[src/rtl/core/urfi_pkg.sv]
// Shared types and constants for the UART register block with receive FIFO.
// Used by the top level uart_regs_rx_fifo_irq and by its port checker.
// No dependencies.
package urfi_pkg;

  // Receive ring geometry
  localparam int unsigned RxDepth = 16;
  localparam int unsigned IdxW    = $clog2(RxDepth);
  localparam int unsigned CntW    = $clog2(RxDepth + 1);
  // Width used for trigger-level compares (covers counts up to 255)
  localparam int unsigned CmpW    = 8;

  // Stream payload widths
  localparam int unsigned InDataW  = 56;
  localparam int unsigned InUserW  = 2;
  localparam int unsigned OutDataW = 32;

  // Output word bit positions
  localparam int unsigned OutRxIrq   = 16;
  localparam int unsigned OutTxIrq   = 17;
  localparam int unsigned OutErrIrq  = 18;
  localparam int unsigned OutDmaReq  = 19;
  localparam int unsigned OutTxValid = 20;
  localparam int unsigned OutTxLo    = 21;
  localparam int unsigned OutTxHi    = 28;

  // Item kinds
  typedef enum logic [1:0] {
    KIND_READ  = 2'd0,
    KIND_WRITE = 2'd1,
    KIND_RX    = 2'd2,
    KIND_NONE  = 2'd3
  } kind_e;

  // Register offsets
  localparam logic [11:0] AddrLineCtrl  = 12'h000;
  localparam logic [11:0] AddrMainCtrl  = 12'h004;
  localparam logic [11:0] AddrFifoCtrl  = 12'h008;
  localparam logic [11:0] AddrModemCtrl = 12'h00c;
  localparam logic [11:0] AddrTrxStat   = 12'h010;
  localparam logic [11:0] AddrErrStat   = 12'h014;
  localparam logic [11:0] AddrFifoStat  = 12'h018;
  localparam logic [11:0] AddrModemStat = 12'h01c;
  localparam logic [11:0] AddrTxBuf     = 12'h020;
  localparam logic [11:0] AddrRxBuf     = 12'h024;
  localparam logic [11:0] AddrBaud      = 12'h028;

  // Write masks and fixed read values
  localparam logic [10:0] MaskMainCtrl  = 11'h7ef;
  localparam logic [7:0]  MaskFifoCtrl  = 8'hf1;
  localparam logic [4:0]  MaskModemCtrl = 5'h11;
  localparam logic [15:0] ModemStatVal  = 16'h0011;
  localparam logic [15:0] TrxStatBase   = 16'h0006;
  localparam logic [15:0] FifoStatFlag  = 16'h0100;

  // Interrupt/DMA mode codes
  localparam logic [1:0] ModeIrq = 2'd1;

  // Sequencer states
  typedef enum logic {
    ST_IDLE,
    ST_POP
  } state_e;

endpackage

[src/rtl/core/uart_regs_rx_fifo_irq.sv]
// Top level of the UART register block: registers, receive ring and pulse logic.
// Depends on urfi_pkg for constants and types; the ring is an internal memory.
//
// Usage:
//   One input word on the s_axis side is a bus read, a bus write or one byte
//   from the serial line, selected by s_axis_tuser. Every input word gives
//   exactly one output word on the m_axis side with the read data, the
//   interrupt and DMA pulses and the transmit byte.
//   Most words go straight into the output register on acceptance; a
//   receive-buffer read that pops a byte from the ring passes through the
//   registered ring read port and the ST_POP state before m_axis_tvalid.
//   Throughput: one word per cycle while the output is not stalled, except a
//   FIFO pop, which holds the input in ST_POP while the ring read completes.
//   The result sits in an output register; a new input word is taken in the
//   same cycle that the previous result is taken. While the receiver stalls
//   the output, s_axis_tready stays low and the held result is stable.
//   Reset clears all control registers, the ring head and count and the
//   overrun flag; ring contents stay undefined until written, so no clearing
//   pass is needed and the block is ready right after reset.
module uart_regs_rx_fifo_irq (
  input  logic                          clk_i,
  input  logic                          rst_ni,
  input  logic                          s_axis_tvalid,
  output logic                          s_axis_tready,
  // tdata: addr[11:0], write_data[43:12], rx_byte[51:44], zero pad [55:52]
  input  logic [urfi_pkg::InDataW-1:0]  s_axis_tdata,
  // tuser: kind[1:0]
  input  logic [urfi_pkg::InUserW-1:0]  s_axis_tuser,
  output logic                          m_axis_tvalid,
  input  logic                          m_axis_tready,
  // tdata: read_data[15:0], rx_irq[16], tx_irq[17], err_irq[18], dma_req[19],
  //        tx_valid[20], tx_data[28:21], zero pad [31:29]
  output logic [urfi_pkg::OutDataW-1:0] m_axis_tdata
);

  localparam int unsigned IdxW = urfi_pkg::IdxW;
  localparam int unsigned CntW = urfi_pkg::CntW;
  localparam int unsigned CmpW = urfi_pkg::CmpW;

  // Input fields
  urfi_pkg::kind_e kind;
  logic [11:0]     addr;
  logic [31:0]     wdata;
  logic [7:0]      rx_byte;

  assign kind    = urfi_pkg::kind_e'(s_axis_tuser);
  assign addr    = s_axis_tdata[11:0];
  assign wdata   = s_axis_tdata[43:12];
  assign rx_byte = s_axis_tdata[51:44];

  // State registers
  urfi_pkg::state_e state_q, state_d;
  logic [7:0]      line_q, line_d;
  logic [10:0]     main_q, main_d;
  logic [7:0]      fifo_q, fifo_d;
  logic [4:0]      modem_q, modem_d;
  logic [15:0]     baud_q, baud_d;
  logic            ovr_q, ovr_d;
  logic [IdxW-1:0] head_q, head_d;
  logic [CntW-1:0] count_q, count_d;
  logic [7:0]      hold_q, hold_d;

  // Output register
  logic            out_valid_q, out_valid_d;
  logic [15:0]     rdata_q;
  logic            rx_irq_q, tx_irq_q, err_irq_q, dma_q, txv_q;
  logic [7:0]      txd_q;

  // Ring memory
  logic [7:0]      ring_mem [urfi_pkg::RxDepth];
  logic [7:0]      ring_rd_q;
  logic            mem_we;
  logic [IdxW-1:0] mem_waddr;

  logic accept;
  logic load_out;

  // Per-item decode results
  logic [15:0] rdata;
  logic        reeval, tx_pulse, rx_eval, rx_pulse, err_set;
  logic        txv;
  logic [7:0]  txd;
  logic        pop_mem;
  logic        rx_irq, tx_irq, err_irq, dma;

  // Ring write index and head advance
  logic [CntW:0]   wr_sum;
  logic [IdxW-1:0] head_inc;

  always_comb begin
    wr_sum = (CntW + 1)'(head_q) + (CntW + 1)'(count_q);
    if (wr_sum >= (CntW + 1)'(urfi_pkg::RxDepth)) begin
      wr_sum = wr_sum - (CntW + 1)'(urfi_pkg::RxDepth);
    end
    mem_waddr = wr_sum[IdxW-1:0];
    if (head_q == IdxW'(urfi_pkg::RxDepth - 1)) begin
      head_inc = '0;
    end else begin
      head_inc = head_q + IdxW'(1);
    end
  end

  // Register access and receive decode
  always_comb begin
    line_d    = line_q;
    main_d    = main_q;
    fifo_d    = fifo_q;
    modem_d   = modem_q;
    baud_d    = baud_q;
    ovr_d     = ovr_q;
    head_d    = head_q;
    count_d   = count_q;
    hold_d    = hold_q;
    rdata     = '0;
    reeval    = 1'b0;
    tx_pulse  = 1'b0;
    rx_eval   = 1'b0;
    rx_pulse  = 1'b0;
    err_set   = 1'b0;
    txv       = 1'b0;
    txd       = '0;
    pop_mem   = 1'b0;
    mem_we    = 1'b0;
    unique case (kind)
      urfi_pkg::KIND_READ: begin
        unique case (addr)
          urfi_pkg::AddrLineCtrl:  rdata = 16'(line_q);
          urfi_pkg::AddrMainCtrl:  rdata = 16'(main_q);
          urfi_pkg::AddrFifoCtrl:  rdata = 16'(fifo_q);
          urfi_pkg::AddrModemCtrl: rdata = 16'(modem_q);
          urfi_pkg::AddrTrxStat: begin
            rdata = urfi_pkg::TrxStatBase | 16'(count_q != '0);
          end
          urfi_pkg::AddrErrStat: begin
            rdata  = 16'(ovr_q);
            ovr_d  = 1'b0;
            reeval = 1'b1;
          end
          urfi_pkg::AddrFifoStat: begin
            reeval = 1'b1;
            if (count_q != '0) begin
              rdata = 16'(count_q) | urfi_pkg::FifoStatFlag;
            end
          end
          urfi_pkg::AddrModemStat: begin
            reeval = 1'b1;
            rdata  = urfi_pkg::ModemStatVal;
          end
          urfi_pkg::AddrRxBuf: begin
            reeval = 1'b1;
            if (count_q != '0) begin
              count_d = count_q - CntW'(1);
              if (fifo_q[0]) begin
                pop_mem = 1'b1;
                head_d  = head_inc;
              end else begin
                rdata = 16'(hold_q);
              end
            end
          end
          urfi_pkg::AddrBaud: rdata = baud_q;
          default: rdata = '0;
        endcase
      end
      urfi_pkg::KIND_WRITE: begin
        unique case (addr)
          urfi_pkg::AddrLineCtrl: begin
            line_d = wdata[7:0];
            reeval = 1'b1;
          end
          urfi_pkg::AddrMainCtrl: begin
            main_d = wdata[10:0] & urfi_pkg::MaskMainCtrl;
            reeval = 1'b1;
          end
          urfi_pkg::AddrFifoCtrl: begin
            if (wdata[1]) begin
              count_d = '0;
            end
            fifo_d = wdata[7:0] & urfi_pkg::MaskFifoCtrl;
            reeval = 1'b1;
          end
          urfi_pkg::AddrModemCtrl: begin
            modem_d = wdata[4:0] & urfi_pkg::MaskModemCtrl;
            reeval  = 1'b1;
          end
          urfi_pkg::AddrTxBuf: begin
            txv      = 1'b1;
            txd      = wdata[7:0];
            tx_pulse = 1'b1;
            reeval   = 1'b1;
          end
          urfi_pkg::AddrBaud: begin
            baud_d = wdata[15:0];
            reeval = 1'b1;
          end
          default: reeval = 1'b0;
        endcase
      end
      urfi_pkg::KIND_RX: begin
        rx_eval  = 1'b1;
        rx_pulse = 1'b1;
        if (fifo_q[0]) begin
          if (count_q >= CntW'(urfi_pkg::RxDepth)) begin
            err_set = 1'b1;
          end else begin
            mem_we  = accept;
            count_d = count_q + CntW'(1);
          end
        end else begin
          if (count_q != '0) begin
            err_set = 1'b1;
          end
          count_d = CntW'(1);
          hold_d  = rx_byte;
        end
      end
      default: begin
        reeval = 1'b0;
      end
    endcase
    if (err_set) begin
      ovr_d = 1'b1;
    end
  end

  // Interrupt and DMA pulse logic on the evaluated state
  logic [CntW-1:0] count_e;
  logic [CmpW-1:0] trig;
  logic            tx_on, rx_on, rx_quiet;
  logic [1:0]      tmode, rmode;

  always_comb begin
    // Reads evaluate before any pop; writes and receives after the update
    count_e  = (kind == urfi_pkg::KIND_READ) ? count_q : count_d;
    trig     = (CmpW'(fifo_d[5:4]) + CmpW'(1)) << 2;
    tmode    = main_d[3:2];
    rmode    = main_d[1:0];
    tx_on    = reeval | tx_pulse;
    rx_on    = reeval | rx_eval;
    rx_quiet = fifo_d[0] && (CmpW'(count_e) < trig) &&
               ((rmode != urfi_pkg::ModeIrq) || (count_e == '0) || !main_d[7]);
    tx_irq   = tx_on && (tmode == urfi_pkg::ModeIrq) && (main_d[9] || tx_pulse);
    rx_irq   = rx_on && !rx_quiet && (rmode == urfi_pkg::ModeIrq) &&
               (main_d[8] || rx_pulse);
    dma      = (tx_on && tmode[1]) || (rx_on && !rx_quiet && rmode[1]);
    err_irq  = err_set && main_q[6];
  end

  // Next state
  always_comb begin
    state_d = state_q;
    unique case (state_q)
      urfi_pkg::ST_IDLE: begin
        if (accept && pop_mem) begin
          state_d = urfi_pkg::ST_POP;
        end
      end
      urfi_pkg::ST_POP: state_d = urfi_pkg::ST_IDLE;
      default:          state_d = urfi_pkg::ST_IDLE;
    endcase
  end

  // Handshake and output register control
  always_comb begin
    s_axis_tready = 1'b0;
    load_out      = 1'b0;
    out_valid_d   = out_valid_q;
    if (out_valid_q && m_axis_tready) begin
      out_valid_d = 1'b0;
    end
    unique case (state_q)
      urfi_pkg::ST_IDLE: begin
        s_axis_tready = !out_valid_q || m_axis_tready;
        if (accept && !pop_mem) begin
          out_valid_d = 1'b1;
        end
      end
      urfi_pkg::ST_POP: begin
        load_out    = 1'b1;
        out_valid_d = 1'b1;
      end
      default: s_axis_tready = 1'b0;
    endcase
  end

  assign accept = s_axis_tvalid && s_axis_tready;

  // Control registers
  always_ff @(posedge clk_i or negedge rst_ni) begin
    if (!rst_ni) begin
      state_q     <= urfi_pkg::ST_IDLE;
      out_valid_q <= 1'b0;
      line_q      <= '0;
      main_q      <= '0;
      fifo_q      <= '0;
      modem_q     <= '0;
      baud_q      <= '0;
      ovr_q       <= 1'b0;
      head_q      <= '0;
      count_q     <= '0;
      hold_q      <= '0;
    end else begin
      state_q     <= state_d;
      out_valid_q <= out_valid_d;
      if (accept) begin
        line_q  <= line_d;
        main_q  <= main_d;
        fifo_q  <= fifo_d;
        modem_q <= modem_d;
        baud_q  <= baud_d;
        ovr_q   <= ovr_d;
        head_q  <= head_d;
        count_q <= count_d;
        hold_q  <= hold_d;
      end
    end
  end

  // Result payload; a FIFO pop fills read data from the ring read register in ST_POP
  always_ff @(posedge clk_i) begin
    if (accept) begin
      rdata_q   <= rdata;
      rx_irq_q  <= rx_irq;
      tx_irq_q  <= tx_irq;
      err_irq_q <= err_irq;
      dma_q     <= dma;
      txv_q     <= txv;
      txd_q     <= txd;
    end else if (load_out) begin
      rdata_q <= 16'(ring_rd_q);
    end
  end

  // Receive ring: one write port, registered read at the head
  always_ff @(posedge clk_i) begin
    if (mem_we) begin
      ring_mem[mem_waddr] <= rx_byte;
    end
    if (accept && pop_mem) begin
      ring_rd_q <= ring_mem[head_q];
    end
  end

  assign m_axis_tvalid = out_valid_q;
  assign m_axis_tdata  = {3'b000, txd_q, txv_q, dma_q, err_irq_q, tx_irq_q, rx_irq_q, rdata_q};

endmodule

[config.mk]
export PLATFORM = sky130hd
export DESIGN_NAME = uart_regs_rx_fifo_irq
export DESIGN_NICKNAME = d
export VERILOG_FILES = /design/src/rtl/core/urfi_pkg.sv /design/src/rtl/core/uart_regs_rx_fifo_irq.sv
export SDC_FILE = /design/constraint.sdc
export NUM_CORES = 1
export LEC_CHECK = 0
export BUFFER_PORTS_ARGS = -buffer_cell sky130_fd_sc_hd__buf_2
export CORE_MARGIN = 1
export CORE_UTILIZATION = 47
export CTS_CLUSTER_DIAMETER = 30
export DETAILED_ROUTE_END_ITERATION = 10
export GPL_ROUTABILITY_DRIVEN = 0
export GPL_TIMING_DRIVEN = 0
export HOLD_SLACK_MARGIN = 0.06
export PLACE_DENSITY = 0.77
export RECOVER_POWER = 25
export SETUP_SLACK_MARGIN = 0.3
export SLEW_MARGIN = 10
export SYNTH_ARGS = -nofsm -noshare
export SYNTH_HDL_FRONTEND = slang
export SYNTH_SLANG_ARGS = --single-unit
[constraint.sdc]
create_clock -name clk_i -period 5.21 [get_ports clk_i]
set_input_delay 0.2605 -clock clk_i [delete_from_list [all_inputs] [get_ports clk_i]]
set_output_delay 0.2605 -clock clk_i [all_outputs]
set_load 0.02 [all_outputs]
# Word-level counts from Yosys, hierarchy flattened
# Memory sizes are Yosys's and may differ from the RTL's. A register that Yosys moved wholly into a read port is not among the register bits.
# Index checks and enable logic that the tools add are counted.
# totals
register_bits	90
mem_bits_rw	128
out_inout_bits	34
wordCells	143
mem_count	1
# memory_table
name	depth	width	read_ports	rd_ports_with_merged_regs	wr	line_no	rtl
ring_mem	16	8	1	1	1	uart_regs_rx_fifo_irq.sv:70	logic [7:0] ring_mem [urfi_pkg::RxDepth];
# op_classes
add_sub_neg	6
magnitude_cmp	3
n_eq_ne	17
n_mux	50
bitwise_logic	4
n_reduce_logical	42
# ops
cell	count
case mux 16 bit (10 select lines)	1
equality test 12 x 5 -> 1 bit (second input constant)	4
2-to-1 mux 16 bit	3
equality test 12 x 6 -> 1 bit (second input constant)	3
2-to-1 mux 5 bit	7
2-to-1 mux 1 bit	26
equality test 12 x 4 -> 1 bit (second input constant)	2
AND reduction 3 bit	7
2-to-1 mux 10 bit	2
2-to-1 mux 8 bit	2
case mux 5 bit (3 select lines)	1
logical AND 1 bit	14
equality test 12 x 3 -> 1 bit (second input constant)	1
zero test 12 bit	1
2-to-1 mux 6 bit	2
2-to-1 mux 9 bit	1
2-to-1 mux 4 bit	2
adder 4 x 5 -> 6 bit	1
equality test 2 x 1 -> 1 bit (second input constant)	3
greater-or-equal comparator 6 x 5 -> 1 bit (second input constant)	1
logical OR 1 bit	6
case mux 1 bit (2 select lines)	3
nonzero test 2 bit	3
OR reduction 6 bit	1
other kinds (20)	25

# Depth between registers and ports, before layout
# Gate-level depths: netlist of run 1.
# depth
depth_word	13
mapped_depth	13

# Worst setup path before layout of run 1
# OpenSTA, ideal clock, no wires.
# synth_path
path_kind	register -> register
start	reg out_valid_q, in the netlist m_axis_tvalid
end	mem ring_mem[0][0], enable pin
setup_time_ps	370
arrival_ps	2738
required_ps	4840
setup_slack_ps	2102
path_stages_with_launch	8
n_path_buf	1
period_less_slack_ps	3108
cell_sequence	dfrtp_1 a21oi_1 nand2_1 inv_1 buf_2 and3_1 or3b_2 nor2_1
# synth_between
elab_chain_cells	9
# synth_rtl
element	line_no	rtl
start, declared	uart_regs_rx_fifo_irq.sv:64	logic out_valid_q, out_valid_d;
start signal, assigned	uart_regs_rx_fifo_irq.sv:304	out_valid_q <= out_valid_d;
zero test 1 bit	uart_regs_rx_fifo_irq.sv:273	s_axis_tready = !out_valid_q || m_axis_tready;
logical OR 1 bit	uart_regs_rx_fifo_irq.sv:273	
2-to-1 mux 1 bit	uart_regs_rx_fifo_irq.sv:271	unique case (state_q)
net s_axis_tready	uart_regs_rx_fifo_irq.sv:24	output logic s_axis_tready,
logical AND 1 bit	uart_regs_rx_fifo_irq.sv:286	assign accept = s_axis_tvalid && s_axis_tready;
net accept	uart_regs_rx_fifo_irq.sv:75	logic accept;
2-to-1 mux 1 bit	uart_regs_rx_fifo_irq.sv:203	if (count_q >= CntW'(urfi_pkg::RxDepth)) begin
2-to-1 mux 1 bit	uart_regs_rx_fifo_irq.sv:202	if (fifo_q[0]) begin
2-to-1 mux 1 bit	uart_regs_rx_fifo_irq.sv:124	unique case (kind)
2-to-1 mux 1 bit	uart_regs_rx_fifo_irq.sv:336	if (mem_we) begin
2-to-1 mux 1 bit (implied by the code)	uart_regs_rx_fifo_irq.sv:337	ring_mem[mem_waddr] <= rx_byte;
end, declared	uart_regs_rx_fifo_irq.sv:70	
# The timed path passes the listed nets, and every way through them passes these cells.

# Worst setup path after layout of run 1
# layout_path
start	reg count_q[1]
end	reg rdata_q[0] (data pin)
# layout_between
elab_chain_cells	5
elab_cells_between_ends	6
# layout_rtl
element	line_no	rtl
start, declared	uart_regs_rx_fifo_irq.sv:60	logic [CntW-1:0] count_q, count_d;
start signal, assigned	uart_regs_rx_fifo_irq.sv:313	count_q <= count_d;
nonzero test 5 bit *	uart_regs_rx_fifo_irq.sv:132, uart_regs_rx_fifo_irq.sv:141, uart_regs_rx_fifo_irq.sv:151	
2-to-1 mux 8 bit / 2-to-1 mux 9 bit (equally long branches)	uart_regs_rx_fifo_irq.sv:151, uart_regs_rx_fifo_irq.sv:141	
case mux 16 bit (10 select lines) *	uart_regs_rx_fifo_irq.sv:126	unique case (addr)
2-to-1 mux 16 bit *	uart_regs_rx_fifo_irq.sv:124	
2-to-1 mux 16 bit *	uart_regs_rx_fifo_irq.sv:321	if (accept) begin
end signal, assigned	uart_regs_rx_fifo_irq.sv:322	rdata_q <= rdata;
end signal, assigned	uart_regs_rx_fifo_irq.sv:330	rdata_q <= 16'(ring_rd_q);
end, declared	uart_regs_rx_fifo_irq.sv:65	logic [15:0] rdata_q;
# Every way passes the cells marked *; elsewhere a longest branch is shown, timed or not.
# A chain may end at the register's enable or synchronous reset.

==> impl_metrics.py, run 1 <==
metrics = {
    "clocking": {
        "clk_path_buf_depth": 3,
        "cts_tree": "yes",
        "cts_resized": 0,
        "cts_setup_buffers": 0,
        "cts_max_level": 2,
        "ctsRootBufferMaster": "clkbuf_16",
        "numCtsBuffers": 43,
        "path_clk_slew_ps": 50,
        "clock_sinks": 226,
        "clkLatencyLatePin_ps": 530,
    },
    "synth": {
        "postSynth.asyncResetShare_pct": 26.99,
        "ys_seq_area_share_pct": 64.01,
        "netlist_instances": 666,
        "synth_seq_cells": 226,
        "syn-cell-area_sq_mm": 0.01012,
        "synth_edf_count": 165,
        "synth_area_per_cell_sq_um": 15.20,
        "ys_warn_count": 0,
        "synth.distinct_cells": 63,
        "ys.flop_type": "edfxtp_1",
    },
    "min_path": {
        "hp-class": "input pin to flop",
    },
    "sta": {
        "drv_slew": 0,
        "setup_viol": 0,
        "fmax_ghz": 0.2765,
        "slew-limit-headroom_pct": 32.26,
        "finalHoldViolations": 0,
        "finalCriticalPeriod_ps": 3617,
        "fin_setup_tns_ps": 0,
        "finalCritPeriodShare_pct": 69.43,
        "fin_skew_ps": 21.49,
        "rsz0062_at_grt": "no",
        "max_slew.worst_pin.slew_ps": 1007,
    },
    "finish": {
        "fin_util_pct": 59.10,
        "n_antenna_cell": 0,
        "num-nets-final": 873,
        "syn_to_final_growth_pct": 23.09,
        "drive_above_1_share_pct": 27.16,
        "finalInstanceArea_sq_mm": 0.01246,
    },
    "place": {
        "dpl.hpwl_um": 15870,
        "place_area_sq_mm": 0.01085,
        "port_buffers": 71,
    },
    "route": {
        "vias_per_cell": 5.913,
        "drtIter0Drc": 611,
        "post-route-drc-count": 0,
        "drt_pass1_iterations": 5,
        "wl_per_cell_um": 21.89,
        "routed_wl_um": 24240,
        "num_vias": 6546,
        "ant_nets": 0,
    },
    "setup_path": {
        "crit_type": "flop to flop",
        "crit_fanout": 10,
        "required_ps": 5430,
        "worstSetupEndpointType": "flop",
        "cp_slowest_cell": "a2111oi_0",
        "cp-start-kind": "flop",
        "max_stage_delay_ps": 640,
        "cp_cell_sequence": "inv_1 -> ha_1 -> nor4b_1 -> clkbuf_1 -> inv_1 -> ha_1 -> nand2_1 -> a211oi_1 -> a31oi_1 -> nor2_1 -> a2111oi_0 -> o21ai_1",
        "crit_arrival_ps": 3840,
    },
    "grt": {
        "overflow": 0,
        "antenna_found_initial": 0,
        "grt_first_pass_wirelength_um": 37560,
        "gr-usage-all-layers_pct": 22.71,
        "grt_pass1_vias": 6576,
        "grt_max_degree": 37,
    },
    "power": {
        "power_leakage_nw": 4.674,
        "ir_worst_vdd_mv": 0.3927,
        "cellPowerDensity_mw_per_mm2": 396.7,
    },
    "floorplan": {
        "die_y_um": 148.8,
        "coreArea_sq_mm": 0.02109,
        "ios": 96,
        "die_w_um": 148.8,
        "die_area_sq_mm": 0.02213,
        "start_util_pct": 48.01,
        "placementRows": 53,
    },
    "flow_run": {
        "drv_cap": 0,
    },
    "status": {
        "status": "completed",
    },
}
[cell usage after synthesis, types with 10 or more instances]
cell type	count	area (sq um)
edfxtp_1	165	4955
dfrtp_1	61	1526
mux4_2	40	900.9
nor2_1	40	150.1
nand2_1	37	138.9
mux2_1	32	360.4
clkbuf_1	25	93.84
mux2_2	23	259.0
o21ai_0	19	95.09
a21oi_1	18	90.09
and2_1	13	81.33
ha_1	11	137.6
inv_1	11	41.29
buf_4	10	75.07
[power breakdown]
| group | internal [mW] | total (mW) | switching, mW |
|---|---|---|---|
| sequential | 1.97 | 1.98 | 0.0174 |
| clock | 1.83 | 2.77 | 0.941 |
| combinational | 0.0658 | 0.193 | 0.128 |
[layout make-up]
type / instances / area (sq um)
Fill cell: 1595 / 8626
Clock inverter: 24 / 255.2
Inverter: 11 / 41.29
Sequential cell: 226 / 6481
Tap cell: 275 / 344.1
Timing Repair Buffer: 86 / 508.0
Clock buffer: 54 / 1222
Buffer: 40 / 193.9
Multi-Input combinational cell: 391 / 3416
[layout by cell type, fill, tap and decap left out, types with 7 or more instances in the layout]
| master | count |
|---|---|
| a21oi_1 | 18 |
| a22oi_1 | 9 |
| a31oi_1 | 7 |
| and2_1 | 13 |
| buf_2 | 67 |
| buf_4 | 11 |
| clkbuf_1 | 38 |
| clkbuf_16 | 47 |
| dfrtp_1 | 61 |
| dlygate4sd3_1 | 14 |
| edfxtp_1 | 165 |
| ha_1 | 11 |
| inv_1 | 11 |
| mux2_1 | 32 |
| mux2_2 | 23 |
| mux4_2 | 40 |
| nand2_1 | 37 |
| nand2b_1 | 7 |
| nand3_1 | 8 |
| nand4_1 | 9 |
| nor2_1 | 40 |
| o21ai_0 | 19 |
[flip-flops by register name, indices dropped and copies added (netlist names), 2 cells and up]
register and count:
baud_q 16, count_q 5, fifo_q 5, head_q 4, hold_q 8, line_q 8
main_q 10, modem_q 2, rdata_q 16, ring_mem 128, ring_rd_q 8, txd_q 8
[repair_timing]
action,4_1_cts,5_1_grt
endpoints found under the hold margin,81,0
hold buffers,14,0
endpoints found under the setup margin,0,0
[path summary, 6_finish.rpt]
check / start / to / slack, ps / depth (start not counted)
max: count_q[1]$_DFFE_PN0P_ / rdata_q[0]$_DFFE_PP_ / 1590 / 12
min: s_axis_tdata[16] / baud_q[4]$_DFFE_PN0P_ / 90 / 2
max reg2reg: count_q[1]$_DFFE_PN0P_ / rdata_q[0]$_DFFE_PP_ / 1590 / 12
min reg2reg: baud_q[12]$_DFFE_PN0P_ / baud_q[12]$_DFFE_PN0P_ / 480 / 1
max in group asynchronous: rst_ni / baud_q[10]$_DFFE_PN0P_ / 4480 / 3
min in group asynchronous: rst_ni / main_q[1]$_DFFE_PN0P_ / 200 / 2
[worst max-delay path: cells and delay by family, from the launching register on]
kind            cells  cell delay (ps)
compound gates      4             1080
buf+inv             3              800
simple gates        3              530
flops               1              520
fa+ha+maj           2              390
[layer usage]
metal	up-vias	share of wire [%]	track usage [%]
li1	2885	-	-
met1	3216	41	29.55
met2	373	48	37.15
met3	72	8.0	4.709
met4	0	3.4	9.643
met5	-	0	0
[logic make-up (layout without fill, tap and decap cells)]
family                     Yosys count  in the layout  synth area share (%)
muxes                              100            100                 15.51
DFF                                226            226                 64.01
AOI/OAI and AO/OA                   96             96                 6.327
buffers and inverters               51            215                 2.323
adders and majority gates           12             12                 1.557
and+or+nand+nor                    172            172                 9.540
xor gates and xnor gates             8              8                0.6921
other                                1              3               0.03704
[through the flow]
stage	hold slack, ps	setup WS [ps]	total power [mW]	std cells
2_1_floorplan	-35.09	2102	2.105	668
4_1_cts	70.21	1675	4.978	1107
3_3_place_gp	458.8	1886	2.189	1014
5_1_grt	93.38	1397	5.072	1107
3_5_place_dp	208.9	1724	2.197	1015
6_report	89.24	1593	4.944	1107
(Power assumes the default switching activity.)
==> inputs of run 2 (changes only) <==
- PLACE_DENSITY: 0.77 -> 0.79
- clock period: 5.21 -> 3 ns (I/O delays scaled with it)
==> impl_metrics.py, run 2 (synthesis gave the netlist of run 1 again) <==
metrics = {
    "route": {
        "num_vias": 6670,
        "wl_per_cell_um": 22.40,
        "vias_per_cell": 5.955,
        "ant_nets": 0,
        "post-route-drc-count": 0,
        "routed_wl_um": 25090,
        "drt_pass1_iterations": 6,
        "drtIter0Drc": 878,
    },
    "power": {
        "total_power_mw": 8.187,
        "ir_worst_vdd_mv": 0.6664,
        "cellPowerDensity_mw_per_mm2": 647.3,
        "power_leakage_nw": 4.719,
    },
    "setup_path": {
        "worstSetupEndpointType": "flop",
        "endpoint": "ring_mem[15][3]$_DFFE_PP_",
        "cp-start-kind": "flop",
        "crit_type": "flop to flop",
        "timing.critical_path.buf_inv": 2,
        "crit_path_start": "state_q$_DFF_PN0_",
        "rr_worst_depth": 7,
        "r2r-end": "ring_mem[15][3]$_DFFE_PP_",
        "crit_fanout": 22,
        "r2r_start": "state_q$_DFF_PN0_",
        "max_stage_delay_ps": 540,
        "worst-path-stages": 7,
        "required_ps": 3140,
        "cp_cell_sequence": "a21oi_4 -> nand2_2 -> inv_1 -> buf_6 -> and3_1 -> nand3_1 -> nor2_2",
        "r2r_slack_ps": 230,
        "cp_slowest_cell": "nor2_2",
        "critPathTopFamily": "simple AND/OR/NAND/NOR gates",
        "crit_arrival_ps": 2910,
    },
    "sta": {
        "max_slew.worst_pin.slew_ps": 1440,
        "fin_setup_tns_ps": 0,
        "fmax_ghz": 0.3612,
        "finalHoldViolations": 0,
        "finalCriticalPeriod_ps": 2769,
        "slew-limit-headroom_pct": 4.011,
        "setup_slack_ps": 231.4,
        "fin_skew_ps": 13.46,
        "drv_slew": 0,
        "rsz0062_at_grt": "yes",
        "setup_viol": 0,
        "whs_ps": 134.3,
        "finalCritPeriodShare_pct": 92.29,
    },
    "place": {
        "place_area_sq_mm": 0.01090,
        "pre_cts_ws_ps": -242.1,
        "port_buffers": 71,
        "placedCellCount": 1015,
        "dpl.hpwl_um": 16030,
    },
    "finish": {
        "reg_top3": "ring_mem (128), baud_q (16), rdata_q (16)",
        "drive_above_1_share_pct": 31.24,
        "n_antenna_cell": 0,
        "seqCellArea_sq_mm": 0.006484,
        "final_common_cell": "edfxtp_1",
        "final_cells": 1120,
        "layout_common_cells": "165 x edfxtp_1, 69 x buf_2, 59 x dfrtp_1, 40 x mux4_2, 39 x clkbuf_16",
        "largest_reg_flops": 128,
        "multi_input_area_sq_mm": 0.003572,
        "finalInstanceArea_sq_mm": 0.01265,
        "top_register": "ring_mem",
        "nFillCells": 1533,
        "fin_util_pct": 59.98,
        "num-nets-final": 889,
        "syn_to_final_growth_pct": 24.93,
    },
    "floorplan": {
        "die_area_sq_mm": 0.02213,
        "placementRows": 53,
        "die_w_um": 148.8,
        "coreArea_sq_mm": 0.02109,
        "ios": 96,
        "die_y_um": 148.8,
        "start_util_pct": 48.01,
    },
    "clocking": {
        "clk_path_buf_depth": 3,
        "cts_tree": "yes",
        "ctsRootBufferMaster": "clkbuf_16",
        "clock_sinks": 226,
        "path_clk_slew_ps": 50,
        "clkLatencyLatePin_ps": 520,
        "numCtsBuffers": 38,
        "cts_max_level": 2,
    },
    "status": {
        "status": "completed",
    },
    "grt": {
        "grt_pass1_vias": 6746,
        "grt_max_degree": 39,
        "overflow": 0,
        "antenna_found_initial": 1,
        "grt_first_pass_wirelength_um": 38160,
        "gr-usage-all-layers_pct": 23.00,
    },
    "min_path": {
        "hold_depth": 4,
        "hp-class": "input pin to flop",
    },
    "flow_run": {
        "drv_cap": 0,
    },
}
run 2: cell types whose count changed in the layout (fill, tap and decap cells not counted), sizes merged:
cell,before,now
buf,79,95
clkbuf,87,75
dlygate4sd3,14,21
clkinv,13,9
clkinvlp,2,5
inv,17,19
bufinv,3,4
run 2: worst min-delay path by stage:
stage	slack [ps]	startpoint	end
after CTS	60	s_axis_tdata[50]	ring_mem[14][6]$_DFFE_PP_
after detailed placement	90	rst_ni	baud_q[8]$_DFFE_PN0P_
after floorplan	-150	rst_ni	baud_q[0]$_DFFE_PN0P_
final	130	s_axis_tdata[3]	ovr_q$_DFFE_PN0P_
after global routing	190	s_axis_tdata[3]	ovr_q$_DFFE_PN0P_
after global placement	370	s_axis_tvalid	m_axis_tvalid$_DFFE_PN0P_
run 2: layout make-up:
type	instances	area share, %
Tap cell	275	2.720
Sequential cell	226	51.26
Timing Repair Buffer	107	5.470
Clock buffer	44	7.943
Inverter	11	0.3264
Buffer	40	1.692
Clock inverter	26	2.344
Multi-Input combinational cell	391	28.24
run 2: repair_timing:
| item | 4_1_cts | 5_1_grt |
|---|---|---|
| gates resized for setup | 29 | 17 |
| pin swaps | 4 | 7 |
| endpoints found under the setup margin | 139 | 83 |
| setup buffers | 4 | 10 |
| hold endpoints to repair | 129 | 0 |
| hold buffers | 21 | 0 |
| gates cloned | 0 | 0 |
run 2: power by group:
part	internal, mW	switching [mW]	total [mW]
sequential	3.41	0.0239	3.44
combinational	0.141	0.245	0.386
clock	2.80	1.57	4.37
run 2: routing by layer:
metal | up-vias | part of all wire, % | global-route usage [%]
met1 | 3316 | 40 | 30.32
met2 | 363 | 49 | 38.04
met5 | - | 0.052 | 0
li1 | 2917 | - | -
met3 | 72 | 7.3 | 4.067
met4 | 2 | 3.4 | 9.031
run 2: worst reg2reg max path: cells and delay by family, from the launching register on:
| kind | cells | cell delay [ps] |
|---|---|---|
| AOI/OAI and AO/OA | 1 | 170 |
| buffers and inverters | 2 | 390 |
| and+or+nand+nor | 4 | 1390 |
| DFF | 1 | 430 |
